--- src/mbe_pkg.sv ---
package mbe_pkg;

  // Fixed-point format: signed Q16.32 in 48 bits
  localparam int Q_W    = 48;
  localparam int STEP_W = 47;
  localparam int MAG_W  = 47;
  localparam int FRAC_W = 32;
  localparam int HALF_W = 24;
  localparam int PROD_W = 96;
  localparam int SUM_W  = 51;

  localparam logic [MAG_W-1:0] MAG_MAX = '1;

  // Register file layout
  localparam int APB_DATA_W = 64;
  localparam int APB_ADDR_W = 6;
  localparam int REG_IDX_W  = 3;
  localparam int REG_LSB    = 3;

  localparam logic [REG_IDX_W-1:0] REG_X_MIN    = 3'd0;
  localparam logic [REG_IDX_W-1:0] REG_X_STEP   = 3'd1;
  localparam logic [REG_IDX_W-1:0] REG_Y_MAX    = 3'd2;
  localparam logic [REG_IDX_W-1:0] REG_Y_STEP   = 3'd3;
  localparam logic [REG_IDX_W-1:0] REG_MAX_ITER = 3'd4;
  localparam logic [REG_IDX_W-1:0] REG_ESC_RSQ  = 3'd5;

  // Partial product selectors (low/high halves of a and b)
  localparam logic [1:0] PART_LL = 2'd0;
  localparam logic [1:0] PART_LH = 2'd1;
  localparam logic [1:0] PART_HL = 2'd2;
  localparam logic [1:0] PART_HH = 2'd3;

  typedef logic signed [Q_W-1:0] q_t;

  typedef struct packed {
    q_t                x_min;
    logic [STEP_W-1:0] x_step;
    q_t                y_max;
    logic [STEP_W-1:0] y_step;
  } coord_cfg_t;

  typedef struct packed {
    q_t cr;
    q_t ci;
  } cpoint_t;

  typedef struct packed {
    logic       clear;
    logic       issue;
    logic [1:0] part;
  } mul_ctl_t;

  // Saturate a widened sum into the signed Q16.32 range
  function automatic q_t sat_q(input logic signed [SUM_W-1:0] v);
    logic [SUM_W-Q_W:0] top;
    top = v[SUM_W-1:Q_W-1];
    if (top == '0 || top == '1) begin
      sat_q = v[Q_W-1:0];
    end else if (v[SUM_W-1]) begin
      sat_q = {1'b1, {(Q_W-1){1'b0}}};
    end else begin
      sat_q = {1'b0, {(Q_W-1){1'b1}}};
    end
  endfunction

  // Absolute value as unsigned; the most negative code maps to 2^47
  function automatic logic [Q_W-1:0] mag_q(input q_t v);
    logic [Q_W-1:0] u;
    u = v;
    mag_q = v[Q_W-1] ? (~u + 1'b1) : u;
  endfunction

endpackage

--- src/mbe_front.sv ---
module mbe_front #(
  parameter int COORD_BITS = 12
) (
  input  logic                   clk,
  input  logic                   rst_n,
  input  logic                   in_valid,
  output logic                   in_stall,
  input  logic [COORD_BITS-1:0]  in_column,
  input  logic [COORD_BITS-1:0]  in_row,
  input  mbe_pkg::coord_cfg_t    cfg,
  output logic                   push,
  output mbe_pkg::cpoint_t       push_data,
  input  logic                   q_full
);

  localparam int PW    = COORD_BITS + mbe_pkg::STEP_W;
  localparam int CL_W  = mbe_pkg::Q_W + 1;
  localparam logic [PW-1:0] CLAMP_LIM = {{(PW-CL_W){1'b0}}, 1'b1, {(CL_W-1){1'b0}}};

  logic          s1_vld_r;
  logic [PW-1:0] px_r;
  logic [PW-1:0] py_r;
  logic          accept;
  logic [CL_W-1:0] px_cl;
  logic [CL_W-1:0] py_cl;
  logic signed [mbe_pkg::SUM_W-1:0] cr_sum;
  logic signed [mbe_pkg::SUM_W-1:0] ci_sum;

  assign push     = s1_vld_r && !q_full;
  assign in_stall = s1_vld_r && q_full;
  assign accept   = in_valid && !in_stall;

  // Hold the offset products until the queue takes them
  always_ff @(posedge clk) begin
    if (!rst_n) begin
      s1_vld_r <= 1'b0;
    end else if (accept) begin
      s1_vld_r <= 1'b1;
    end else if (push) begin
      s1_vld_r <= 1'b0;
    end
  end

  always_ff @(posedge clk) begin
    if (accept) begin
      px_r <= PW'(in_column) * PW'(cfg.x_step);
      py_r <= PW'(in_row) * PW'(cfg.y_step);
    end
  end

  // Clamp offsets and map the pixel to c with saturation
  always_comb begin
    px_cl  = (px_r > CLAMP_LIM) ? CLAMP_LIM[CL_W-1:0] : px_r[CL_W-1:0];
    py_cl  = (py_r > CLAMP_LIM) ? CLAMP_LIM[CL_W-1:0] : py_r[CL_W-1:0];
    cr_sum = $signed({{(mbe_pkg::SUM_W-mbe_pkg::Q_W){cfg.x_min[mbe_pkg::Q_W-1]}}, cfg.x_min})
           + $signed({{(mbe_pkg::SUM_W-CL_W){1'b0}}, px_cl});
    ci_sum = $signed({{(mbe_pkg::SUM_W-mbe_pkg::Q_W){cfg.y_max[mbe_pkg::Q_W-1]}}, cfg.y_max})
           - $signed({{(mbe_pkg::SUM_W-CL_W){1'b0}}, py_cl});
    push_data.cr = mbe_pkg::sat_q(cr_sum);
    push_data.ci = mbe_pkg::sat_q(ci_sum);
  end

endmodule

--- config.mk ---
export PLATFORM = sky130hd
export DESIGN_NAME = mbe_front
export DESIGN_NICKNAME = d
export VERILOG_FILES = /design/src/mbe_pkg.sv /design/src/mbe_front.sv
export SDC_FILE = /design/constraint.sdc
export NUM_CORES = 2
export LEC_CHECK = 0
export BUFFER_PORTS_ARGS = -buffer_cell sky130_fd_sc_hd__buf_2
export CORE_MARGIN = 1.5
export CORE_UTILIZATION = 45
export CTS_BUF_LIST = sky130_fd_sc_hd__clkbuf_2 sky130_fd_sc_hd__clkbuf_4 sky130_fd_sc_hd__clkbuf_8
export CTS_CLUSTER_DIAMETER = 200
export DETAILED_ROUTE_END_ITERATION = 12
export PLACE_DENSITY = 0.73
export SLEW_MARGIN = 20
export SYNTH_ARGS = -nofsm -noshare
export SYNTH_HDL_FRONTEND = slang
export SYNTH_SLANG_ARGS = --single-unit
--- constraint.sdc ---
create_clock -name clk -period 6.32 [get_ports clk]
set_input_delay 0 -clock clk [delete_from_list [all_inputs] [get_ports clk]]
set_output_delay 0 -clock clk [all_outputs]
set_load 0.01 [all_outputs]
==> flow_metrics.tcl <==
set metrics [dict create \
    status "finished clean" \
    max_stage_delay_ns 0.57 \
    cp_top_family "simple AND/OR/NAND/NOR gates" \
    fin_crit_ns 6.01 \
    synth_flop_cell "edfxtp_1" \
    ys_seq_area_share_pct 7.88 \
    cts_buffers 17 \
    die_y_um 320 \
    syn_to_final_growth_pct 8.13 \
    synthDominantAreaCellType "fa_1" \
    p_leak_nw 24.2 \
    hold_path_depth 2 \
    grt_pass1_wl_mm 210 \
    htreeDepth 4 \
    io_buffer_count 315 \
    die_w_um 320 \
    drv_slew 0 \
    synth.ff_latch_count 119 \
    synth_commonest_cells "nand2_1 (1024), inv_1 (1009), fa_1 (902)" \
    route.detailed.drc 0 \
    synth_top_family_by_area "adder cells" \
    setup_tns_ns 0 \
    grt_antenna_before_repair 27 \
    tightest_slew_ns 0.818 \
    peakVddDrop_v 0.000538 \
    synth-edff-count 118 \
    vias 37900 \
    clk_latency_ns 0.50 \
    regToRegSetupSlack_ns 3.90 \
    synth_xor_area_share_pct 3.68 \
    yosysWarnings 0 \
    routed_wl_mm 130 \
    first_pass_iters 8 \
    hold_viol 0 \
    grt_pass1_vias 39200 \
    fp-row-count 116 \
    synth_nets 6812 \
    stdcell_count 6876 \
    synth_compound_area_share_pct 10.9 \
    ant_nets 0 \
    clk_pin_slew_worst_paths_ns 0.08 \
    gp_congestion 0.972 \
    first_iter_violations 3170 \
    critPathLaunchType "register" \
    syn_avg_cell_area_um2 8.38 \
    min-delay-start "in_row[0]" \
    start_util_pct 45.3 \
    setup_violations 0 \
    cts.sinks 119 \
    timing.final.crit_share_pct 95.0 \
    cp_slowest_cell "or4_1" \
    netlist_instances 5398 \
    rsz0062_at_grt "no" \
    root_buffer "clkbuf_8" \
    critPathBufInv 5 \
    cp-end-kind "primary output" \
    worst-setup-path-type "register to primary output" \
    max_freq_ghz 0.166 \
    reg2reg_to "py_r[23]" \
    cts_buffer_depth 2 \
    viasPerCell 5.51 \
    grt_max_degree 61 \
    synthArstFlopShare_pct 0 \
    path_cells "nor4_2 -> buf_4 -> nand4_1 -> or3_4 -> a21oi_4 -> buf_12 -> nand2_1 -> ha_1 -> nand2_1 -> or4_1 -> a21oi_1 -> o21ai_2 -> a31oi_4 -> a311oi_2 -> and4b_1 -> or4_1 -> o41a_2 -> buf_12 -> buf_4 -> a21oi_2 -> buf_2" \
    synth-adder-area-share_pct 48.1 \
    clock_skew_ns 0.0371 \
    final_net_count 6959 \
    muxShareOfSynthArea_pct 0.0221 \
    synth_simple_gate_area_share_pct 18.4 \
    yosysMostFrequentCell "nand2_1" \
    holdWs_ns 0.131 \
    arrival_ns 6.01 \
    rr_startpoint "s1_vld_r" \
    die_area_um2 102000 \
    slew_headroom_pct 44.0 \
    wl_per_cell_um 18.8 \
    worstPathRequired_ns 6.32 \
    power_density_nw_per_um2 604 \
    core_region_area_um2 99900 \
    hold_end "py_r[0]" \
    synth.top_cell.area_share_pct 39.9 \
    grt-ovfl-total 0 \
    synth_area_leaders "fa_1 (40%), nand2_1 (8.5%), inv_1 (8.4%), ha_1 (8.1%), edfxtp_1 (7.8%)" \
    syn_area_um2 45200 \
    pin_count 316 \
    critPathMaxFanout 30 \
    ys_types 76 \
    placedCellCount 6815 \
    worstRegToRegCells 4 \
    hold_path_class "primary input to register" \
    track_usage_pct 25.6 \
    dp.final_hpwl_mm 108 \
    drive_gt1_share_pct 9.64 \
    cap_violations 0 \
    cts_tree "built" \
]
-- final cells by class --
class                      instances  area, µm²
fill                            9430      51000
multi-input combinational       3957      36800
inverter                        1009       3790
sequential                       119       3560
timing repair buffer             441       2690
tap                             1298       1620
clock buffer                      18        241
clock inverter                    14        168
antenna                           20       50.0
-- worst register-to-register path, cell delays in order (launching register included) --
cell     delay, ns
dfxtp_1       0.32
and2_1        0.18
nor2b_4       0.13
buf_4         0.61
buf_4         0.74
-- routing by layer --
layer | global-route usage (%) | routed length [µm] | vias up
li1 | - | - | 17000
met2 | 40.8 | 59100 | 1721
met3 | 3.61 | 10200 | 285
met1 | 35.8 | 55700 | 18800
met4 | 9.03 | 4480 | 12
met5 | 0 | 69 | -
-- how the worst max path moves through the flow --
| stage | cells after the start | slack, ns | to | startpoint |
|---|---|---|---|---|
| 6_report | 21 | 0.31 | push_data[38] | py_r[9] |
| 5_1_grt | 20 | 0.008 | push_data[76] | px_r[38] |
| 4_1_cts | 21 | 0.02 | push_data[26] | py_r[6] |
| 3_5_place_dp | 22 | 0.10 | px_r[57] | in_column[10] |
| 3_3_place_gp | 22 | 0.14 | px_r[57] | in_column[10] |
| 2_1_floorplan | 2 | 0.02 | px_r[0] | s1_vld_r |
-- per-stage QoR --
stage	cell area (µm²)	utilization, %	total power [mW]	setup WS (ns)
6_report	48900	49.0	29.6	0.313
5_1_grt	48900	49.0	32.6	0.00756
4_1_cts	48700	48.8	29.3	0.0212
3_5_place_dp	48300	48.3	28.4	0.104
3_3_place_gp	48300	48.3	28.1	0.136
2_1_floorplan	45200	-	20.7	0.0211
-- sequential cells by signal (all words and copies together) (netlist names) --
| register | flops |
|---|---|
| px_r | 59 |
| py_r | 59 |
| s1_vld_r | 1 |
-- logic make-up after synthesis --
kind of cell | Yosys count
xor+xnor | 190
fa+ha+maj | 1196
mux | 1
compound gates | 776
flops | 119
simple gates | 1794
buf+inv | 1322
-- layout by cell type, fill, tap and decap left out, types with 8 or more instances in the layout --
master | netlist | final
a211oi_1 | 23 | 23
nand3_1 | 55 | 55
o21a_1 | 30 | 30
and3_1 | 26 | 26
nor3_1 | 20 | 20
xnor2_1 | 116 | 116
o211ai_1 | 14 | 14
buf_12 | 0 | 11
nand2_1 | 1024 | 1024
a2111oi_0 | 8 | 8
clkbuf_8 | 0 | 17
nor4_1 | 36 | 30
buf_2 | 2 | 315
o21ai_1 | 70 | 69
edfxtp_1 | 118 | 118
diode_2 | 0 | 20
nand4_1 | 47 | 47
ha_1 | 294 | 293
nor2b_1 | 19 | 18
a31oi_1 | 32 | 31
and2_1 | 366 | 366
fa_1 | 902 | 902
or3_1 | 12 | 11
o21bai_1 | 28 | 28
a21oi_2 | 30 | 31
o31ai_1 | 12 | 11
inv_1 | 1009 | 1009
a21o_1 | 104 | 104
nand2b_1 | 17 | 17
a21oi_1 | 238 | 236
o21ai_0 | 103 | 103
xor2_1 | 74 | 74
buf_4 | 1 | 110
nor2_1 | 129 | 129
-- report_power, final --
group	switching [mW]	leakage (nW)	total [mW]	internal [mW]
combinational	15.9	22.8	26.1	10.3
clock	0.358	0.202	0.724	0.366
sequential	0.238	1.15	2.70	2.46
-- repair_timing --
| action | 4_1_cts | 5_1_grt |
|---|---|---|
| gates cloned | 0 | 1 |
| hold buffers | 4 | 0 |
| resized for setup | 3 | 11 |
| pin swaps | 0 | 2 |
| buffers inserted | 0 | 4 |
| endpoints found under the hold margin | 3 | 0 |
| setup endpoints to repair | 29 | 94 |
(Power assumes the default switching activity.)
