**src/mbe_pkg.sv**
```systemverilog
package mbe_pkg;

  // Fixed-point format: signed Q16.32 in 48 bits
  localparam int Q_W    = 48;
  localparam int STEP_W = 47;
  localparam int MAG_W  = 47;
  localparam int FRAC_W = 32;
  localparam int HALF_W = 24;
  localparam int PROD_W = 96;
  localparam int SUM_W  = 51;

  localparam logic [MAG_W-1:0] MAG_MAX = '1;

  // Register file layout
  localparam int APB_DATA_W = 64;
  localparam int APB_ADDR_W = 6;
  localparam int REG_IDX_W  = 3;
  localparam int REG_LSB    = 3;

  localparam logic [REG_IDX_W-1:0] REG_X_MIN    = 3'd0;
  localparam logic [REG_IDX_W-1:0] REG_X_STEP   = 3'd1;
  localparam logic [REG_IDX_W-1:0] REG_Y_MAX    = 3'd2;
  localparam logic [REG_IDX_W-1:0] REG_Y_STEP   = 3'd3;
  localparam logic [REG_IDX_W-1:0] REG_MAX_ITER = 3'd4;
  localparam logic [REG_IDX_W-1:0] REG_ESC_RSQ  = 3'd5;

  // Partial product selectors (low/high halves of a and b)
  localparam logic [1:0] PART_LL = 2'd0;
  localparam logic [1:0] PART_LH = 2'd1;
  localparam logic [1:0] PART_HL = 2'd2;
  localparam logic [1:0] PART_HH = 2'd3;

  typedef logic signed [Q_W-1:0] q_t;

  typedef struct packed {
    q_t                x_min;
    logic [STEP_W-1:0] x_step;
    q_t                y_max;
    logic [STEP_W-1:0] y_step;
  } coord_cfg_t;

  typedef struct packed {
    q_t cr;
    q_t ci;
  } cpoint_t;

  typedef struct packed {
    logic       clear;
    logic       issue;
    logic [1:0] part;
  } mul_ctl_t;

  // Saturate a widened sum into the signed Q16.32 range
  function automatic q_t sat_q(input logic signed [SUM_W-1:0] v);
    logic [SUM_W-Q_W:0] top;
    top = v[SUM_W-1:Q_W-1];
    if (top == '0 || top == '1) begin
      sat_q = v[Q_W-1:0];
    end else if (v[SUM_W-1]) begin
      sat_q = {1'b1, {(Q_W-1){1'b0}}};
    end else begin
      sat_q = {1'b0, {(Q_W-1){1'b1}}};
    end
  endfunction

  // Absolute value as unsigned; the most negative code maps to 2^47
  function automatic logic [Q_W-1:0] mag_q(input q_t v);
    logic [Q_W-1:0] u;
    u = v;
    mag_q = v[Q_W-1] ? (~u + 1'b1) : u;
  endfunction

endpackage

```
**src/mbe_fifo.sv**
```systemverilog
module mbe_fifo (
  input  logic             clk,
  input  logic             rst_n,
  input  logic             push,
  input  mbe_pkg::cpoint_t push_data,
  output logic             full,
  input  logic             pop,
  output mbe_pkg::cpoint_t head,
  output logic             empty
);

  localparam int DEPTH = 2;
  localparam int PTR_W = $clog2(DEPTH);
  localparam int CNT_W = $clog2(DEPTH + 1);

  mbe_pkg::cpoint_t   mem_r [DEPTH];
  logic [PTR_W-1:0]   wr_ptr_r;
  logic [PTR_W-1:0]   rd_ptr_r;
  logic [CNT_W-1:0]   cnt_r;

  assign full  = (cnt_r == CNT_W'(DEPTH));
  assign empty = (cnt_r == '0);
  assign head  = mem_r[rd_ptr_r];

  // Store entries
  always_ff @(posedge clk) begin
    if (push) begin
      mem_r[wr_ptr_r] <= push_data;
    end
  end

  // Advance pointers and fill count
  always_ff @(posedge clk) begin
    if (!rst_n) begin
      wr_ptr_r <= '0;
      rd_ptr_r <= '0;
      cnt_r    <= '0;
    end else begin
      if (push) begin
        wr_ptr_r <= PTR_W'(wr_ptr_r + 1'b1);
      end
      if (pop) begin
        rd_ptr_r <= PTR_W'(rd_ptr_r + 1'b1);
      end
      if (push && !pop) begin
        cnt_r <= CNT_W'(cnt_r + 1'b1);
      end else if (pop && !push) begin
        cnt_r <= CNT_W'(cnt_r - 1'b1);
      end
    end
  end

endmodule

```
**config.mk**
```make
export PLATFORM = sky130hd
export DESIGN_NAME = mbe_fifo
export DESIGN_NICKNAME = d
export VERILOG_FILES = /design/src/mbe_pkg.sv /design/src/mbe_fifo.sv
export SDC_FILE = /design/constraint.sdc
export NUM_CORES = 1
export LEC_CHECK = 0
export BUFFER_PORTS_ARGS = -buffer_cell sky130_fd_sc_hd__buf_2
export CAP_MARGIN = 20
export CORE_UTILIZATION = 40
export DETAILED_ROUTE_END_ITERATION = 10
export GPL_TIMING_DRIVEN = 0
export PLACE_DENSITY = 0.61
export SETUP_SLACK_MARGIN = 0.1
export SYNTH_ARGS = -nofsm -noshare
export SYNTH_HDL_FRONTEND = slang
export SYNTH_SLANG_ARGS = --single-unit
```
**constraint.sdc**
```tcl
create_clock -name clk -period 9.8 [get_ports clk]
set_input_delay 0 -clock clk [delete_from_list [all_inputs] [get_ports clk]]
set_output_delay 0 -clock clk [all_outputs]
set_load 0.05 [all_outputs]
```
==> results of run 1 <==
metal layers:
layer	part of all wire (%)	GRT usage (%)	vias to the layer above
met2	51	25.6	142
met4	1.4	6.78	0
met5	0	0	-
li1	-	-	1905
met3	6.7	3.94	12
met1	41	17.3	1946
flip-flops by register name, summed over array words and instances, names as in the netlist, named ones only:
register,cells
cnt_r,2
mem_r,192
wr_ptr_r,1
rd_ptr_r,1
worst max-delay path: stages (launching register included):
cell and delay, ns:
dfxtp_1 0.34, nor2b_4 0.64, buf_12 0.28, o21a_1 0.14, dlygate4sd3_1 0.53
cell families (layout without fill, tap and decap cells):
group                    count (synthesis)  count (layout)  share of synthesized area (%)
flip-flops                             197             197                           79.9
multiplexers                            96              96                           16.8
buffers and inverters                   12             342                           1.84
AND/OR/NAND/NOR                          9               9                          0.733
AO/OA/AOI/OAI                            3               3                          0.273
XOR/XNOR                                 3               3                          0.358
adder cells (fa/ha/maj)                  1               1                          0.170
worst paths after layout:
path,from,to,slack [ns],cells past startpoint
hold reg to reg,cnt_r[1],cnt_r[1],0.51,2
setup / recovery,wr_ptr_r,wr_ptr_r,7.80,4
setup reg to reg,wr_ptr_r,wr_ptr_r,7.80,4
hold / removal,push,cnt_r[1],0.11,4
synth_stat cells:
library cell / count
o21a_1: 1
or3_1: 1
nor2b_1: 3
dfxtp_1: 5
xor2_1: 2
buf_6: 1
ha_1: 1
edfxtp_1: 192
buf_8: 1
xnor2_1: 1
and2_1: 4
nor2_1: 1
a21boi_1: 1
buf_12: 4
mux2_4: 40
buf_2: 5
mux2_2: 56
inv_1: 1
o21ai_0: 1
cell usage in the layout (no fill, tap or decap), types with 3 or more instances in the layout:
master         instances
and2_1                 3
buf_12                 6
buf_2                202
clkbuf_16             17
clkinv_1               4
clkinv_4               3
dfxtp_1                5
dlygate4sd3_1         99
edfxtp_1             192
mux2_2                56
mux2_4                40
per-stage QoR:
stage,cell area (um2),total power [mW],setup WS [ns]
final,10200,1.98,7.80
after global routing,10200,2.05,7.67
after CTS,10200,2.00,7.75
after detailed placement,8720,1.35,8.13
after global placement,8620,1.34,2.24
after floorplan,7340,1.26,4.67
power by group through the flow:
stage	registers, mW	clock network [mW]	logic (mW)
after floorplan	1.00	0	0.259
after global placement	1.01	0	0.335
after detailed placement	1.00	0	0.345
after CTS	0.984	0.640	0.377
after global routing	0.988	0.670	0.394
final	0.984	0.624	0.373
area by class of cell:
cell class / count / area share [%]
clock buffers: 19 / 4.23
repair buffers: 300 / 20.2
clock inverters: 11 / 0.868
flip-flops and latches: 197 / 57.3
inverters: 1 / 0.0367
plain buffers: 11 / 1.28
multi-input cells: 112 / 13.2
well taps: 229 / 2.80
what timing repair did:
action | CTS | global route
resized for setup | 0 | 0
endpoints found under the hold margin | 197 | 0
hold buffers | 99 | 0
==> impl_metrics.yaml, run 1 <==
status:
  status: "complete, no violations"
sta:
  relSlewSlack_pct: 47.4
  max_freq_ghz: 0.501
  timing.final.crit_period_ns: 2.00
  worstMarginPinSlew_ns: 0.787
  rsz0062_at_grt: "no"
  setup_viol: 0
  hold_viol: 0
  slew_viol_final: 0
  finalSetupTns_ns: 0
  final.period_utilization_pct: 20.4
  holdWs_ns: 0.108
  clock_skew_ns: 0.00821
finish:
  multi_input_area_mm2: 0.00135
  fin_cells: 880
  n_antenna_cell: 0
  ff_latch_area_mm2: 0.00587
  area_delta_synth_final_pct: 39.4
  utilization_pct: 57.0
  drive_gt1_share_pct: 51.3
  num-fill-cells: 1408
  finalNetCount: 741
die:
  start_util_pct: 40.9
  dieWidth_um: 138
  die_y_um: 138
  die_area_mm2: 0.0189
  io_pins: 198
  fp-row-count: 49
  core_region_area_mm2: 0.0180
synthesis:
  syn_avg_cell_area_um2: 22.9
  synth_area_leaders: "edfxtp_1 79%, mux2_2 8.6%, mux2_4 8.2%"
  syn_area_mm2: 0.00734
  ys_ff_latch: 197
  yosysSeqAreaShare_pct: 79.9
  yosysTopAreaCell: "edfxtp_1"
  synth_fp_nets: 422
  yosys.cell_types.count: 19
  syn_inst: 321
  yosys_warnings: 0
  yosysTopAreaCellShare_pct: 78.5
power:
  combPwrFrac_pct: 18.8
  power.leakage_nw: 3.97
  p_seq_share_pct: 49.7
  switching_share_pct: 26.6
  power.internal_mw: 1.45
  powerDensity_mw_per_mm2: 194
  p_sw_mw: 0.527
  power.share.clock_pct: 31.5
  ir_drop_mv: 0.120
hold_path:
  hold_class: "input pin to flip-flop"
critical_path:
  end_kind: "flip-flop"
  cp-start-kind: "flip-flop"
  crit_fanout: 29
  arrival_ns: 2.35
  crit_type: "flip-flop to flip-flop"
  cp.required_ns: 10.16
job:
  maxCapViolations: 0
detailed_routing:
  drtIter0Drc: 187
  vias: 4005
  drt-pass1-iter-count: 5
  wire_per_inst_um: 15.7
  antenna_left: 0
  drc: 0
  viasPerCell: 4.55
  routed_wl_mm: 13.8
clocking:
  clk_latency_ns: 0.42
  clock-sinks: 197
  clkTransAtPathRegs_ns: 0.06
  cts_buffers: 17
  cts_setup_buffers: 0
  h-tree-depth: 4
  cts_tree: "done"
  cts.root.buffer_cell: "clkbuf_16"
  cts_buffer_depth: 2
place:
  gp_congestion: 0.671
  dp_hpwl_mm: 8.82
  place_inst: 751
  port_buffers: 197
global_routing:
  grt_max_degree: 61
  grt_pass1_vias: 4236
  grt.overflow.total: 0
  antenna_found_initial: 0
  grt_first_pass_wirelength_mm: 20.9
  grt_usage_pct: 14.9
No activity file was read; power rests on OpenSTA's default activity.
==> run 2, diff against run 1 <==
clock period = 1.88 ns   (was 9.8 ns; I/O delays follow)
==> run 2 against run 1 <==
Compared with the run above: global-route usage rose by 0.13 points; wire length rose by 0.89%; non-clock buffer count rose by 1; setup slack got worse by 7.6 ns; sequential power rose to 5.2 times the previous value; cell count rose by 0.34%; utilization rose by 0.97 points; clock skew fell by 0.0014 ns; count of clock-buffer cells in the layout fell by 2; total power rose to 5.4 times the previous value; register-to-register slack got worse by 7.6 ns; critical path type is now flip-flop to output pin; critical endpoint is now head[79].
==> impl_metrics.yaml, run 2 (synthesized netlist as in run 1, its figures left out) <==
critical_path:
  cp-start-kind: "flip-flop"
  cp_common_cell: "buf_2"
  crit_family: "buffers and inverters"
  end_kind: "output pin"
  crit_type: "flip-flop to output pin"
  max_stage_delay_ns: 0.38
  cp.required_ns: 1.88
  cp.buffers_inverters: 3
  crit_fanout: 10
  path_cells: "buf_6, buf_2, mux2_2, buf_2"
  critPathSlowestCell: "mux2_2"
  arrival_ns: 1.72
die:
  die_area_mm2: 0.0189
  dieWidth_um: 138
  die_y_um: 138
  core_region_area_mm2: 0.0180
  io_pins: 198
  fp-row-count: 49
  start_util_pct: 40.9
sta:
  max_freq_ghz: 0.580
  final.period_utilization_pct: 91.7
  slew_viol_final: 0
  hold_viol: 0
  relSlewSlack_pct: 58.4
  timing.final.crit_period_ns: 1.72
  clock_skew_ns: 0.00685
  rsz0062_at_grt: "yes"
  setup_viol: 0
  worstMarginPinSlew_ns: 0.623
  finalSetupTns_ns: 0
detailed_routing:
  drc: 0
  viasPerCell: 4.54
  drt-pass1-iter-count: 4
  vias: 4008
  wire_per_inst_um: 15.8
  routed_wl_mm: 14.0
  antenna_left: 0
  drtIter0Drc: 157
finish:
  layout_common_cells: "192 x edfxtp_1, 168 x buf_2, 99 x dlygate4sd3_1"
  regMostFlops: "mem_r"
  area_delta_synth_final_pct: 41.7
  largest_register_ffs: 192
  n_antenna_cell: 0
  finalNetCount: 742
  final_common_cell: "edfxtp_1"
  drive_gt1_share_pct: 52.4
  utilization_pct: 57.9
  num-fill-cells: 1378
  reg_top3: "mem_r (192), cnt_r (2)"
hold_path:
  hold_class: "input pin to flip-flop"
clocking:
  cts_buffers: 17
  h-tree-depth: 4
  clock-sinks: 197
  clkTransAtPathRegs_ns: 0.07
  clk_latency_ns: 0.42
  cts_tree: "done"
  cts_buffer_depth: 2
  cts.root.buffer_cell: "clkbuf_16"
power:
  p_sw_mw: 2.91
  ir_drop_mv: 0.658
  combPwrFrac_pct: 18.9
  power.leakage_nw: 4.03
  p_seq_share_pct: 48.3
  finalPower_mw: 10.6
  powerDensity_mw_per_mm2: 1020
  switching_share_pct: 27.4
  power.internal_mw: 7.70
  power.share.clock_pct: 32.8
status:
  status: "complete, no violations"
global_routing:
  grt_use_met2_pct: 26.5
  grt_max_degree: 58
  top_usage_layer: "met2"
  grt.overflow.total: 0
  grt_first_pass_wirelength_mm: 20.9
  grt_util_met1_pct: 16.7
  use_met3_pct: 4.23
  grt_pass1_vias: 4314
  grt_usage_pct: 15.0
  antenna_found_initial: 0
job:
  maxCapViolations: 0
place:
  gp_congestion: 0.720
  port_buffers: 197
  dp_hpwl_mm: 9.06
run 2: cell count changes in the layout (fill, tap and decap cells not counted), sizes merged:
cell	before	now
clkinv	9	7
clkinvlp	1	3
inv	1	5
buf	212	211
run 2: worst paths after layout:
| path | from | to | slack (ns) | cells after the start |
|---|---|---|---|---|
| min reg2reg | cnt_r[1] | cnt_r[1] | 0.53 | 2 |
| max reg2reg | wr_ptr_r | mem_r[1][92] | 0.25 | 2 |
| max | flip-flop | head[79] | 0.16 | 4 |
| min | push_data[43] | mem_r[1][43] | 0.30 | 2 |
run 2: metrics by stage:
step | setup slack [ns] | std cells | cell area (um2) | hold slack (ns)
finish | 0.156 | 883 | 10400 | 0.300
global route | 0.0719 | 883 | 10400 | 0.284
CTS | 0.0974 | 883 | 10400 | 0.271
detailed placement | 0.226 | 752 | 8750 | 0.192
global placement | -1.11 | 747 | 8630 | 0.188
floorplan | -0.295 | 321 | 7350 | 0.0989
run 2: cell type report:
| class | count | area, um2 | area share [%] |
|---|---|---|---|
| buffer | 11 | 144 | 1.38 |
| clock buffer | 17 | 425 | 4.09 |
| clock inverter | 15 | 151 | 1.45 |
| inverter | 1 | 3.75 | 0.0361 |
| multi-input combinational | 112 | 1350 | 13.0 |
| sequential | 197 | 5870 | 56.4 |
| tap | 229 | 287 | 2.75 |
| timing repair buffer | 301 | 2180 | 20.9 |
run 2: power by group through the flow:
stage               sequential (mW)  combinational [mW]  clock [mW]
finish                         5.12                2.01        3.48
floorplan                      5.21                1.35           0
global placement               5.23                1.75           0
detailed placement             5.22                1.81           0
CTS                            5.13                2.01        3.57
global route                   5.14                2.11        3.71
run 2: layer usage:
| metal | vias up | part of all wire, % |
|---|---|---|
| met4 | 0 | 1.6 |
| met1 | 1942 | 40 |
| li1 | 1908 | - |
| met5 | - | 0 |
| met3 | 16 | 6.8 |
| met2 | 142 | 51 |
run 2: repair_timing:
action / in CTS / in global routing
setup endpoints to repair: 34 / 69
gates resized for setup: 23 / 21
endpoints found under the hold margin: 197 / 0
hold buffers: 99 / 0
setup buffers: 0 / 0
==> run 3, diff against run 2 <==
ABC_AREA = 1   (was not set)
CORE_MARGIN = 8   (was not set)
==> run 3 against run 2 <==
Compared with the run above: area after synthesis grew 0.15%; die area is 22% higher; register-to-register slack barely moved; total power decreased by 2.5%; setup slack worse by 0.0074 ns; via count is 3.3% higher; clock skew about the same; maximum frequency decreased by 0.43%; critical path depth rose by 1; combinational power decreased by 12%; critical endpoint is now head[73]; largest power group unchanged.
==> impl_metrics.yaml, run 3 <==
status:
  status: "complete, no violations"
detailed_routing:
  routed_wl_mm: 15.5
  wl_met2_mm: 7.60
  met1_length_mm: 6.58
  vias: 4139
  drtIter0Drc: 179
  viasPerCell: 4.60
  wire_per_inst_um: 17.2
  top_layer_used: "met5"
  wl_met3_mm: 1.13
  drt-pass1-iter-count: 4
  drc: 0
  antenna_left: 0
sta:
  timing.final.crit_period_ns: 1.73
  finalSetupTns_ns: 0
  relSlewSlack_pct: 47.4
  holdWs_ns: 0.306
  rsz0062_at_grt: "yes"
  setup_viol: 0
  max_freq_ghz: 0.578
  worstMarginPinSlew_ns: 0.784
  clock_skew_ns: 0.00712
  hold_viol: 0
  slew_viol_final: 0
  final.period_utilization_pct: 92.1
synthesis:
  async_flop_share_pct: 0
  yosysTopAreaCellShare_pct: 78.4
  syn_avg_cell_area_um2: 22.0
  yosys_warnings: 0
  ys_ff_latch: 197
  syn_area_mm2: 0.00736
  synth_commonest_cells: "192 x edfxtp_1, 56 x mux2_2, 40 x mux2_4, 9 x nor2_1"
  syn_inst: 334
  ys.flop_type: "edfxtp_1"
  yosys.cell_types.count: 16
  yosysSeqAreaShare_pct: 79.7
  synth-edff-count: 192
  yosysTopAreaCell: "edfxtp_1"
  synth_fp_nets: 435
  yosysMostFrequentCell: "edfxtp_1"
  synth_area_leaders: "edfxtp_1 78%, mux2_2 8.6%, mux2_4 8.2%"
die:
  dieWidth_um: 152
  die_area_mm2: 0.0230
  die_y_um: 152
  start_util_pct: 40.8
  core_region_area_mm2: 0.0180
  io_pins: 198
  fp-row-count: 49
finish:
  regMostFlops: "mem_r"
  finalNetCount: 758
  largest_register_ffs: 192
  num-fill-cells: 1436
  area_delta_synth_final_pct: 40.3
  layout_common_cells: "200 x buf_2, 192 x edfxtp_1, 100 x dlygate4sd3_1"
  multi_input_area_mm2: 0.00134
  reg_top3: "mem_r (192), cnt_r (2)"
  final_common_cell: "buf_2"
  drive_gt1_share_pct: 51.3
  ff_latch_area_mm2: 0.00587
critical_path:
  cp.required_ns: 1.88
  r2r-end: "mem_r[1][63]"
  crit_fanout: 10
  r2r_start: "wr_ptr_r"
  reg2reg_slack_ns: 0.26
  end_kind: "output pin"
  crit_type: "flip-flop to output pin"
  endpoint: "head[73]"
  cp-start-kind: "flip-flop"
  arrival_ns: 1.73
  r2r_cells: 2
clocking:
  cts_buffers: 17
  clock-sinks: 197
  h-tree-depth: 4
  clkTransAtPathRegs_ns: 0.07
  cts.root.buffer_cell: "clkbuf_16"
  cts_buffer_depth: 2
  cts_tree: "done"
  clk_latency_ns: 0.42
power:
  ir_drop_mv: 0.608
  power.leakage_nw: 4.02
  p_sw_mw: 2.77
  switching_share_pct: 26.8
  powerDensity_mw_per_mm2: 1000
  combPwrFrac_pct: 17.1
  power.internal_mw: 7.58
  power.share.clock_pct: 33.3
  p_seq_share_pct: 49.6
global_routing:
  grt_first_pass_wirelength_mm: 23.6
  grt_pass1_vias: 4690
  grt.overflow.total: 0
  antenna_found_initial: 1
  grt_max_degree: 35
  grt_usage_pct: 13.4
place:
  port_buffers: 197
  gp_congestion: 0.708
  dp_hpwl_mm: 10.4
job:
  maxCapViolations: 0
hold_path:
  hold_class: "input pin to flip-flop"
==> run 3: stage by stage <==
| stage | power [mW] | setup WS, ns | util, % | std cells | instance area [um2] |
|---|---|---|---|---|---|
| final | 10.3 | 0.149 | 57.3 | 900 | 10300 |
| after CTS | 10.5 | 0.105 | 57.2 | 898 | 10300 |
| after floorplan | 6.40 | -0.322 | - | 334 | 7370 |
| after global routing | 10.7 | 0.0721 | 57.2 | 899 | 10300 |
| after global placement | 6.79 | -1.21 | 48.0 | 760 | 8640 |
| after detailed placement | 6.85 | -0.141 | 48.5 | 765 | 8740 |
==> run 3: critical path, stage by stage (launching register included) <==
cell	delay (ns)
dfxtp_1	0.32
buf_6	0.13
buf_8	0.17
buf_12	0.16
mux2_4	0.31
buf_2	0.21
==> run 3: kinds of logic (layout without fill, tap and decap cells) <==
logic type                 count (synthesis)  after routing  share of synthesized area, %
AOI/OAI and AO/OA                          2              2                         0.136
adders and majority gates                  1              1                         0.170
buffers and inverters                     19            355                          2.19
DFF                                      197            197                          79.7
muxes                                     96             96                          16.7
other                                      0              1                             0
and+or+nand+nor                           19             19                          1.02
==> run 3: worst min path at each step <==
stage / from / end / slack, ns / depth (start not counted)
after floorplan: push_data[0] / mem_r[0][0] / 0.1 / 0
after global placement: push_data[79] / mem_r[1][79] / 0.19 / 1
after detailed placement: push_data[40] / mem_r[1][40] / 0.19 / 1
after CTS: push_data[4] / mem_r[1][4] / 0.27 / 2
after global routing: push_data[50] / mem_r[1][50] / 0.29 / 2
final: push_data[31] / mem_r[1][31] / 0.31 / 2
==> run 3: what timing repair did <==
| item | in CTS | in global routing |
|---|---|---|
| hold buffers | 100 | 0 |
| endpoints found under the hold margin | 197 | 0 |
| setup endpoints to repair | 65 | 77 |
| resized for setup | 0 | 2 |
| buffers inserted | 0 | 1 |
| cloned | 1 | 0 |
==> run 3: cell type report <==
| class | instances | area share [%] |
|---|---|---|
| Clock inverter | 12 | 1.16 |
| Antenna cell | 1 | 0.0242 |
| Timing Repair inverter | 1 | 0.0485 |
| Multi-Input combinational cell | 118 | 13.0 |
| Buffer | 11 | 1.27 |
| Tap cell | 229 | 2.78 |
| Clock buffer | 20 | 4.23 |
| Inverter | 8 | 0.327 |
| Sequential cell | 197 | 56.8 |
| Timing Repair Buffer | 303 | 20.3 |
==> run 3: per-layer routing <==
metal	vias to the layer above	track usage, %
met2	138	23.0
li1	1953	-
met3	14	4.40
met5	-	0
met4	2	4.65
met1	2032	15.5
==> run 3: power groups by stage <==
stage	registers [mW]	logic (mW)	clock network [mW]
2_1_floorplan	5.22	1.18	0
3_3_place_gp	5.23	1.56	0
3_5_place_dp	5.23	1.62	0
4_1_cts	5.13	1.79	3.55
5_1_grt	5.15	1.86	3.69
6_report	5.13	1.77	3.45
